<file path="config.mk">
export PLATFORM = sky130hd
export DESIGN_NAME = fixed_point_atan2_degrees_core
export DESIGN_NICKNAME = d
export VERILOG_FILES = /design/src/fpa2d_pkg.sv /design/src/fpa2d_div_cell.sv /design/src/fpa2d_poly.sv /design/src/fixed_point_atan2_degrees_core.sv
export VERILOG_INCLUDE_DIRS = /design/src /design/src/src
export SDC_FILE = /design/constraint.sdc
export NUM_CORES = 2
export LEC_CHECK = 0
export BUFFER_PORTS_ARGS = -buffer_cell sky130_fd_sc_hd__clkbuf_2
export CORE_MARGIN = 2
export CORE_UTILIZATION = 55
export DETAILED_ROUTE_END_ITERATION = 8
export GPL_ROUTABILITY_DRIVEN = 1
export PLACE_DENSITY = 0.83
export RECOVER_POWER = 50
export SLEW_MARGIN = 20
export SYNTH_ARGS = -nofsm -noshare
export SYNTH_HDL_FRONTEND = slang
export SYNTH_SLANG_ARGS = --single-unit
</file>
<file path="constraint.sdc">
create_clock -name i_clk -period 8.8 [get_ports i_clk]
set_input_delay 2.64 -clock i_clk [delete_from_list [all_inputs] [get_ports i_clk]]
set_output_delay 2.64 -clock i_clk [all_outputs]
set_load 0.02 [all_outputs]
</file>
<file path="src/fixed_point_atan2_degrees_core_assert.svh">
// -----------------------------------------------------------------------------
// fixed_point_atan2_degrees_core assertion macros
// Property checks clocked on i_clk and disabled while i_rst_n is low.
// -----------------------------------------------------------------------------
`ifndef FIXED_POINT_ATAN2_DEGREES_CORE_ASSERT_SVH
`define FIXED_POINT_ATAN2_DEGREES_CORE_ASSERT_SVH

// Same-cycle implication
`define FPA2D_CHK_NOW(lbl, ante, cons) \
    lbl: assert property (@(posedge i_clk) disable iff (!i_rst_n) (ante) |-> (cons)) \
        else $error("fpa2d check failed");

// Next-cycle implication
`define FPA2D_CHK_NEXT(lbl, ante, cons) \
    lbl: assert property (@(posedge i_clk) disable iff (!i_rst_n) (ante) |=> (cons)) \
        else $error("fpa2d check failed");

`endif

</file>
<file path="src/fpa2d_pkg.sv">
// -----------------------------------------------------------------------------
// fpa2d_pkg
// Shared types and constants of the atan2 degree core.
// -----------------------------------------------------------------------------
package fpa2d_pkg;

    // Angle arithmetic width, covers -256..255 plus headroom
    localparam int AngleW = 10;

    localparam logic signed [AngleW-1:0] BasePosX   = 10'sd45;
    localparam logic signed [AngleW-1:0] BaseNegX   = 10'sd135;
    localparam logic signed [AngleW-1:0] AngleLimit = 10'sd180;
    localparam logic signed [AngleW-1:0] AngleZero  = 10'sd0;

    localparam int LinearCoeff = 56;  // applied with negative sign
    localparam int CubicCoeff  = 11;

    // Flags that travel with a word through the divider cells
    typedef struct packed {
        logic y_zero;
        logic y_neg;
        logic x_neg;
        logic r_neg;
    } t_side;

endpackage

</file>
<file path="src/fpa2d_div_cell.sv">
// -----------------------------------------------------------------------------
// fpa2d_div_cell
// One restoring-division step: compare, subtract, shift, append a quotient bit.
// -----------------------------------------------------------------------------
module fpa2d_div_cell
    import fpa2d_pkg::*;
#(
    parameter int QW = 16
) (
    input  logic                 i_clk,
    input  logic                 i_rst_n,
    input  logic                 i_valid,
    output logic                 o_stall,
    input  logic [17:0]          i_rem,
    input  logic [16:0]          i_den,
    input  logic [QW-1:0]        i_quo,
    input  t_side                i_side,
    output logic                 o_valid,
    input  logic                 i_stall,
    output logic [17:0]          o_rem,
    output logic [16:0]          o_den,
    output logic [QW-1:0]        o_quo,
    output t_side                o_side
);

    logic          r_valid;
    logic          n_valid;
    logic [17:0]   r_rem;
    logic [16:0]   r_den;
    logic [QW-1:0] r_quo;
    t_side         r_side;

    logic          load;
    logic          bit_q;
    logic [17:0]   rem_d;

    assign o_stall = r_valid && i_stall;
    assign load    = !o_stall;

    always_comb begin
        bit_q   = (i_rem >= {1'b0, i_den});
        rem_d   = bit_q ? (i_rem - {1'b0, i_den}) : i_rem;
        n_valid = load ? i_valid : r_valid;
    end

    always_ff @(posedge i_clk) begin
        if (!i_rst_n) begin
            r_valid <= 1'b0;
        end else begin
            r_valid <= n_valid;
        end
    end

    // Remainder stays below the divisor after the subtract, so the shift fits
    always_ff @(posedge i_clk) begin
        if (load) begin
            r_rem  <= {rem_d[16:0], 1'b0};
            r_den  <= i_den;
            r_quo  <= {i_quo[QW-2:0], bit_q};
            r_side <= i_side;
        end
    end

    assign o_valid = r_valid;
    assign o_rem   = r_rem;
    assign o_den   = r_den;
    assign o_quo   = r_quo;
    assign o_side  = r_side;

endmodule

</file>
<file path="src/fpa2d_poly.sv">
// -----------------------------------------------------------------------------
// fpa2d_poly
// Cubic polynomial on the ratio, quadrant base, sign and clamp; four stages.
// -----------------------------------------------------------------------------
module fpa2d_poly
    import fpa2d_pkg::*;
#(
    parameter int FRACTION_BITS = 15
) (
    input  logic                       i_clk,
    input  logic                       i_rst_n,
    input  logic                       i_valid,
    output logic                       o_stall,
    input  logic [FRACTION_BITS:0]     i_quo,
    input  t_side                      i_side,
    output logic                       o_valid,
    input  logic                       i_stall,
    output logic signed [8:0]          o_angle
);

    localparam int RW = FRACTION_BITS + 2;
    localparam int PW = 2 * RW;
    localparam int SW = RW + 8;
    localparam logic signed [SW-1:0] KCub = SW'(CubicCoeff);
    localparam logic signed [SW-1:0] KLin = SW'(LinearCoeff);

    logic [3:0]  r_valid;
    logic [3:0]  n_valid;
    logic [3:0]  stall;
    logic [3:0]  load;

    logic signed [RW-1:0] r_r1, r_r2, r_r3;
    logic signed [RW-1:0] r_sq;
    logic signed [RW-1:0] r_cube;
    t_side                r_side1, r_side2, r_side3;
    logic signed [8:0]    r_angle;

    logic signed [RW-1:0]     r_in;
    logic signed [PW-1:0]     prod_sq;
    logic signed [PW-1:0]     prod_cube;
    logic signed [SW-1:0]     poly_sum;
    logic signed [SW-1:0]     poly_shift;
    logic signed [AngleW-1:0] base;
    logic signed [AngleW-1:0] mag;
    logic signed [AngleW-1:0] angle;

    // Stall ripples back from the output register
    always_comb begin
        stall[3] = r_valid[3] && i_stall;
        stall[2] = r_valid[2] && stall[3];
        stall[1] = r_valid[1] && stall[2];
        stall[0] = r_valid[0] && stall[1];
        load     = ~stall;
        n_valid[0] = load[0] ? i_valid    : r_valid[0];
        n_valid[1] = load[1] ? r_valid[0] : r_valid[1];
        n_valid[2] = load[2] ? r_valid[1] : r_valid[2];
        n_valid[3] = load[3] ? r_valid[2] : r_valid[3];
    end

    assign o_stall = stall[0];

    always_ff @(posedge i_clk) begin
        if (!i_rst_n) begin
            r_valid <= '0;
        end else begin
            r_valid <= n_valid;
        end
    end

    always_comb begin
        r_in      = i_side.r_neg ? -$signed({1'b0, i_quo}) : $signed({1'b0, i_quo});
        prod_sq   = PW'(r_r1) * PW'(r_r1);
        prod_cube = PW'(r_sq) * PW'(r_r2);
        poly_sum  = KCub * SW'(r_cube) - KLin * SW'(r_r3);
        poly_shift = poly_sum >>> FRACTION_BITS;
        base      = r_side3.x_neg ? BaseNegX : BasePosX;
        mag       = base + poly_shift[AngleW-1:0];
        if (r_side3.y_zero) begin
            angle = r_side3.x_neg ? AngleLimit : AngleZero;
        end else if (r_side3.y_neg) begin
            angle = -mag;
        end else begin
            angle = mag;
        end
        if (angle > AngleLimit) begin
            angle = AngleLimit;
        end else if (angle < -AngleLimit) begin
            angle = -AngleLimit;
        end
    end

    always_ff @(posedge i_clk) begin
        if (load[0]) begin
            r_r1    <= r_in;
            r_side1 <= i_side;
        end
        if (load[1]) begin
            r_sq    <= prod_sq[FRACTION_BITS +: RW];
            r_r2    <= r_r1;
            r_side2 <= r_side1;
        end
        if (load[2]) begin
            r_cube  <= prod_cube[FRACTION_BITS +: RW];
            r_r3    <= r_r2;
            r_side3 <= r_side2;
        end
        if (load[3]) begin
            r_angle <= angle[8:0];
        end
    end

    assign o_valid = r_valid[3];
    assign o_angle = r_angle;

endmodule

</file>
<file path="src/fixed_point_atan2_degrees_core.sv">
// -----------------------------------------------------------------------------
// fixed_point_atan2_degrees_core
// atan2(y, x) in whole degrees, -180..180, by a cubic polynomial on a ratio.
// -----------------------------------------------------------------------------
// The core takes one (y, x) word per cycle while o_in_stall is low and returns
// one angle word for each, in order. A word passes through the row of
// FRACTION_BITS + 1 restoring division cells, one quotient bit per cell,
// and then four stages for the square, the cube, and the polynomial with
// sign and clamp. A stall on the output holds only the occupied stages, so
// bubbles inside the pipe still close.
`include "fixed_point_atan2_degrees_core_assert.svh"

module fixed_point_atan2_degrees_core
    import fpa2d_pkg::*;
#(
    parameter int FRACTION_BITS = 15
) (
    input  logic              i_clk,
    input  logic              i_rst_n,
    input  logic              i_in_valid,
    output logic              o_in_stall,
    input  logic signed [15:0] i_y_value,
    input  logic signed [15:0] i_x_value,
    output logic              o_out_valid,
    input  logic              i_out_stall,
    output logic signed [8:0] o_angle_degrees
);

    localparam int QW    = FRACTION_BITS + 1;
    localparam int Cells = FRACTION_BITS + 1;

    logic [16:0]        abs_y;
    logic signed [17:0] num;
    logic signed [17:0] den;
    logic [16:0]        abs_num;
    t_side              side_in;

    logic [Cells:0]       c_valid;
    logic [Cells:0]       c_stall;
    logic [17:0]          c_rem  [Cells+1];
    logic [16:0]          c_den  [Cells+1];
    logic [QW-1:0]        c_quo  [Cells+1];
    t_side                c_side [Cells+1];

    // Fold the vector into a signed numerator over a non-negative divisor
    always_comb begin
        abs_y = i_y_value[15] ? (17'd0 - {i_y_value[15], i_y_value})
                              : {1'b0, i_y_value};
        if (i_x_value[15]) begin
            num = 18'(i_x_value) + $signed({1'b0, abs_y});
            den = $signed({1'b0, abs_y}) - 18'(i_x_value);
        end else begin
            num = 18'(i_x_value) - $signed({1'b0, abs_y});
            den = 18'(i_x_value) + $signed({1'b0, abs_y});
        end
        abs_num = num[17] ? 17'(-num) : num[16:0];
        side_in.y_zero = (i_y_value == 16'sd0);
        side_in.y_neg  = i_y_value[15];
        side_in.x_neg  = i_x_value[15];
        side_in.r_neg  = num[17];
    end

    assign c_valid[0]  = i_in_valid;
    assign o_in_stall  = c_stall[0];
    assign c_rem[0]    = {1'b0, abs_num};
    assign c_den[0]    = den[16:0];
    assign c_quo[0]    = '0;
    assign c_side[0]   = side_in;

    for (genvar k = 0; k < Cells; k++) begin : g_cell
        fpa2d_div_cell #(
            .QW (QW)
        ) u_cell (
            .i_clk   (i_clk),
            .i_rst_n (i_rst_n),
            .i_valid (c_valid[k]),
            .o_stall (c_stall[k]),
            .i_rem   (c_rem[k]),
            .i_den   (c_den[k]),
            .i_quo   (c_quo[k]),
            .i_side  (c_side[k]),
            .o_valid (c_valid[k+1]),
            .i_stall (c_stall[k+1]),
            .o_rem   (c_rem[k+1]),
            .o_den   (c_den[k+1]),
            .o_quo   (c_quo[k+1]),
            .o_side  (c_side[k+1])
        );
    end

    fpa2d_poly #(
        .FRACTION_BITS (FRACTION_BITS)
    ) u_poly (
        .i_clk   (i_clk),
        .i_rst_n (i_rst_n),
        .i_valid (c_valid[Cells]),
        .o_stall (c_stall[Cells]),
        .i_quo   (c_quo[Cells]),
        .i_side  (c_side[Cells]),
        .o_valid (o_out_valid),
        .i_stall (i_out_stall),
        .o_angle (o_angle_degrees)
    );

    `FPA2D_CHK_NOW(a_angle_range, o_out_valid, (o_angle_degrees <= 9'sd180) && (o_angle_degrees >= -9'sd180))
    `FPA2D_CHK_NOW(a_stall_source, o_in_stall, o_out_valid && i_out_stall)
    `FPA2D_CHK_NEXT(a_stall_drains, o_out_valid && !i_out_stall && !c_valid[Cells], !o_in_stall)

endmodule

</file>
==> flow_summary.ini <==
[status]
status = finished, violations left
violations = max-capacitance violations, max-slew violations

[global_routing]
grt_pass1_wl_um = 230000
grtUsageMet1_pct = 26.1
grt_max_degree = 54
grt_overflow = 0
grt_usage_pct = 22.6
met2_usage_pct = 41.5
grt_busiest_layer = met2
grt_pass1_vias = 46700
antenna_found_initial = 2
use_met3_pct = 3.05

[synth]
ys_async_sr_fraction_pct = 0
synth_ff_type = edfxtp_1
ys_seq_elements = 833
synth.avg_cell_area_um2 = 10.7
synth_area_mm2 = 0.0666
synth_top_cell_by_area = edfxtp_1
syn_inst = 6211
ys_top_cells_by_area = edfxtp_1 (37%), fa_1 (18%), ha_1 (11%)
yosysWarnings = 0
synth_edf_count = 813
seq_area_frac_synth_pct = 37.3
yosysUniqueCellTypes = 92
netlist.area_leader.share_pct = 36.7
synth_nets = 7409

[cts]
post_cts_buffers = 0
clockRootBuffer = clkbuf_16
clkLatencyLatePin_ns = 0.68
cts_tree = built
cts.htree.levels = 3
clockBufferDepth = 3
clock_sinks = 833
numCtsBuffers = 87
path_clk_slew_ns = 0.07
hold_buffers = 0

[sta]
max_freq_mhz = 120
finalCritPeriodShare_pct = 94.5
whs_ns = 0.398
hold_viol = 0
fin_setup_tns_ns = 0
timing.final.crit_period_ns = 8.32
relSlewSlack_pct = -76.4
tightest_slew_ns = 2.65
fin_worst_skew_ns = 0.0327
slew_violations = 258
setup_viol = 0

[layout]
drive_gt1_share_pct = 6.83
post-route-util_pct = 60.1
fin_nets = 7514
nFillCells = 9025
antenna_cells = 0
areaGrowthSynthToFinish_pct = 8.38

[hold_path]
hold_depth = 0
worstHoldStart = g_cell[8].u_cell.o_side[1]
hold_end = g_cell[9].u_cell.o_side[1]
hp-class = flip-flop to flip-flop

[die]
num_rows = 127
dieWidth_um = 352
die_h_um = 352
start_util_pct = 55.5
die_area_mm2 = 0.124
fp.coreArea_mm2 = 0.120
top_level_ports = 47

[placement]
gp_congestion = 0.908
portBuffers = 46
dp_hpwl_um = 106000

[setup_path]
rrSetupSlack_ns = 0.65
cp-end-kind = flip-flop
r2r-start = u_poly.r_r3[0]
arrival_ns = 8.73
critPathTopFamily = compound AO/OA/AOI/OAI gates
worst-path-buf-inv = 6
slowest_stage = a2111oi_2
path_max_fanout = 16
rr_endpoint = u_poly.o_angle[0]
max_stage_delay_ns = 0.40
cp.required_ns = 9.21
critPathLaunchType = primary input
criticalPathCategory = primary input to flip-flop
worstRegToRegCells = 30

[detailed_routing]
ant_nets = 0
routed_wl_um = 138000
vias_per_cell = 5.55
dr.first_iter.drc_count = 3153
wl_per_cell_um = 17.3
dr.pass1.iters = 8
drc = 0
via_count = 44400

[job]
cap_violations = 7
[how the worst max path moves through the flow]
| stage | startpoint | end | slack, ns | cells past startpoint |
|---|---|---|---|---|
| final | i_y_value[0] | g_cell[0].u_cell.o_rem[10] | 0.48 | 31 |
| after global routing | i_y_value[1] | g_cell[0].u_cell.o_rem[5] | -0.01 | 32 |
| after CTS | i_y_value[0] | g_cell[0].u_cell.o_rem[10] | 0.003 | 33 |
| after detailed placement | i_y_value[0] | g_cell[0].u_cell.o_rem[6] | -0.75 | 33 |
| after global placement | i_y_value[1] | g_cell[0].u_cell.o_rem[15] | -0.54 | 32 |
| after floorplan | i_y_value[0] | g_cell[0].u_cell.o_rem[10] | 0.03 | 32 |
[timing repair]
item,4_1_cts,5_1_grt
resized for setup,1,23
endpoints found under the hold margin,0,0
endpoints found under the setup margin,15,25
[worst reg2reg max path, delay by kind of cell (launching register included)]
kind                       cells  cell delay (ns)
and+or+nand+nor                5             0.77
adders and majority gates      5             1.87
DFF                            1             0.44
xor gates and xnor gates       2             0.31
buffers and inverters          1             0.19
AOI/OAI and AO/OA             15             3.71
muxes                          2             0.66
[cell type report]
cell class                 instances  area (um^2)  share of cell area, %
clock inverter                    58          772                   1.07
inverter                        1194         4480                   6.21
multi-input combinational       4050        36900                   51.1
tap                             1612         2020                   2.80
timing repair buffer             150          901                   1.25
sequential                       833        24800                   34.4
clock buffer                     103         2270                   3.14
[synthesized netlist by cell type (all sizes together), types with 14 or more instances]
library cell,count
nor2b,70
nand2,498
nand2b,61
a21oi,199
mux2i,30
xnor2,233
a211oi,28
nand3,59
buf,15
fa,585
mux2,120
o21a,52
nand4,50
or3,29
and2,204
o41ai,24
ha,577
a21boi,96
xor2,87
nor2,284
edfxtp,813
or2,19
o21bai,27
a21o,93
inv,1193
o31ai,52
a31oi,29
and3,37
o21ai,277
o211ai,14
clkbuf,119
nor3,74
dfxtp,20
[routing by layer]
metal | routed length (um) | vias to the layer above
li1 | - | 20900
met1 | 52700 | 21600
met2 | 71700 | 1434
met3 | 7090 | 426
met4 | 6520 | 2
met5 | 20 | -
[logic make-up (layout without fill, tap and decap cells)]
kind of cell    count (synthesis)  count (layout)  share of synthesized area [%]
compound gates                980             980                           9.58
xor+xnor                      320             320                           4.22
fa+ha+maj                    1162            1162                           28.4
buf+inv                      1328            1505                           7.51
flops                         833             833                           37.3
mux                           151             151                           2.54
other cells                     2               2                         0.0113
simple gates                 1435            1435                           10.4
[layout by cell type (no fill, tap or decap), types with 20 or more instances in the layout]
master,Yosys,final
dfxtp_1,20,20
ha_1,577,577
clkbuf_16,0,87
o21bai_1,27,26
a21oi_1,199,198
and2_1,201,198
nand4_1,50,50
a21boi_0,88,88
o31ai_1,51,51
nor2b_1,70,70
inv_1,1192,1189
mux2i_1,28,28
o21ai_0,260,258
a211oi_1,26,26
and3_1,37,37
edfxtp_1,813,813
nor2_1,284,283
xor2_1,87,86
buf_4,0,77
nor3_1,74,73
nand2_1,498,493
fa_1,585,584
or3_1,29,29
o21a_1,52,52
nand2b_1,61,61
clkbuf_1,119,51
xnor2_1,232,232
a21o_1,93,93
a31oi_1,29,28
mux2_2,114,114
clkbuf_2,0,33
nand3_1,57,56
[state kept, by name (all words and copies together) (netlist names), 64 cells and up]
name	count
g_cell.u_cell.o_rem	255
g_cell.u_cell.o_side	64
g_cell.u_cell.o_quo	136
g_cell.u_cell.o_den	255
[metrics by stage]
stage / instances / cell area (um^2) / setup slack [ns]
floorplan: 6211 / 66600 / 0.0325
global placement: 7837 / 69200 / -0.543
detailed placement: 7837 / 69200 / -0.746
CTS: 7998 / 72200 / 0.00251
global route: 8000 / 72200 / -0.0132
finish: 8000 / 72200 / 0.482
Power is not shown: default switching activity piles up to over one toggle a cycle in this logic, so the estimate is an artifact.
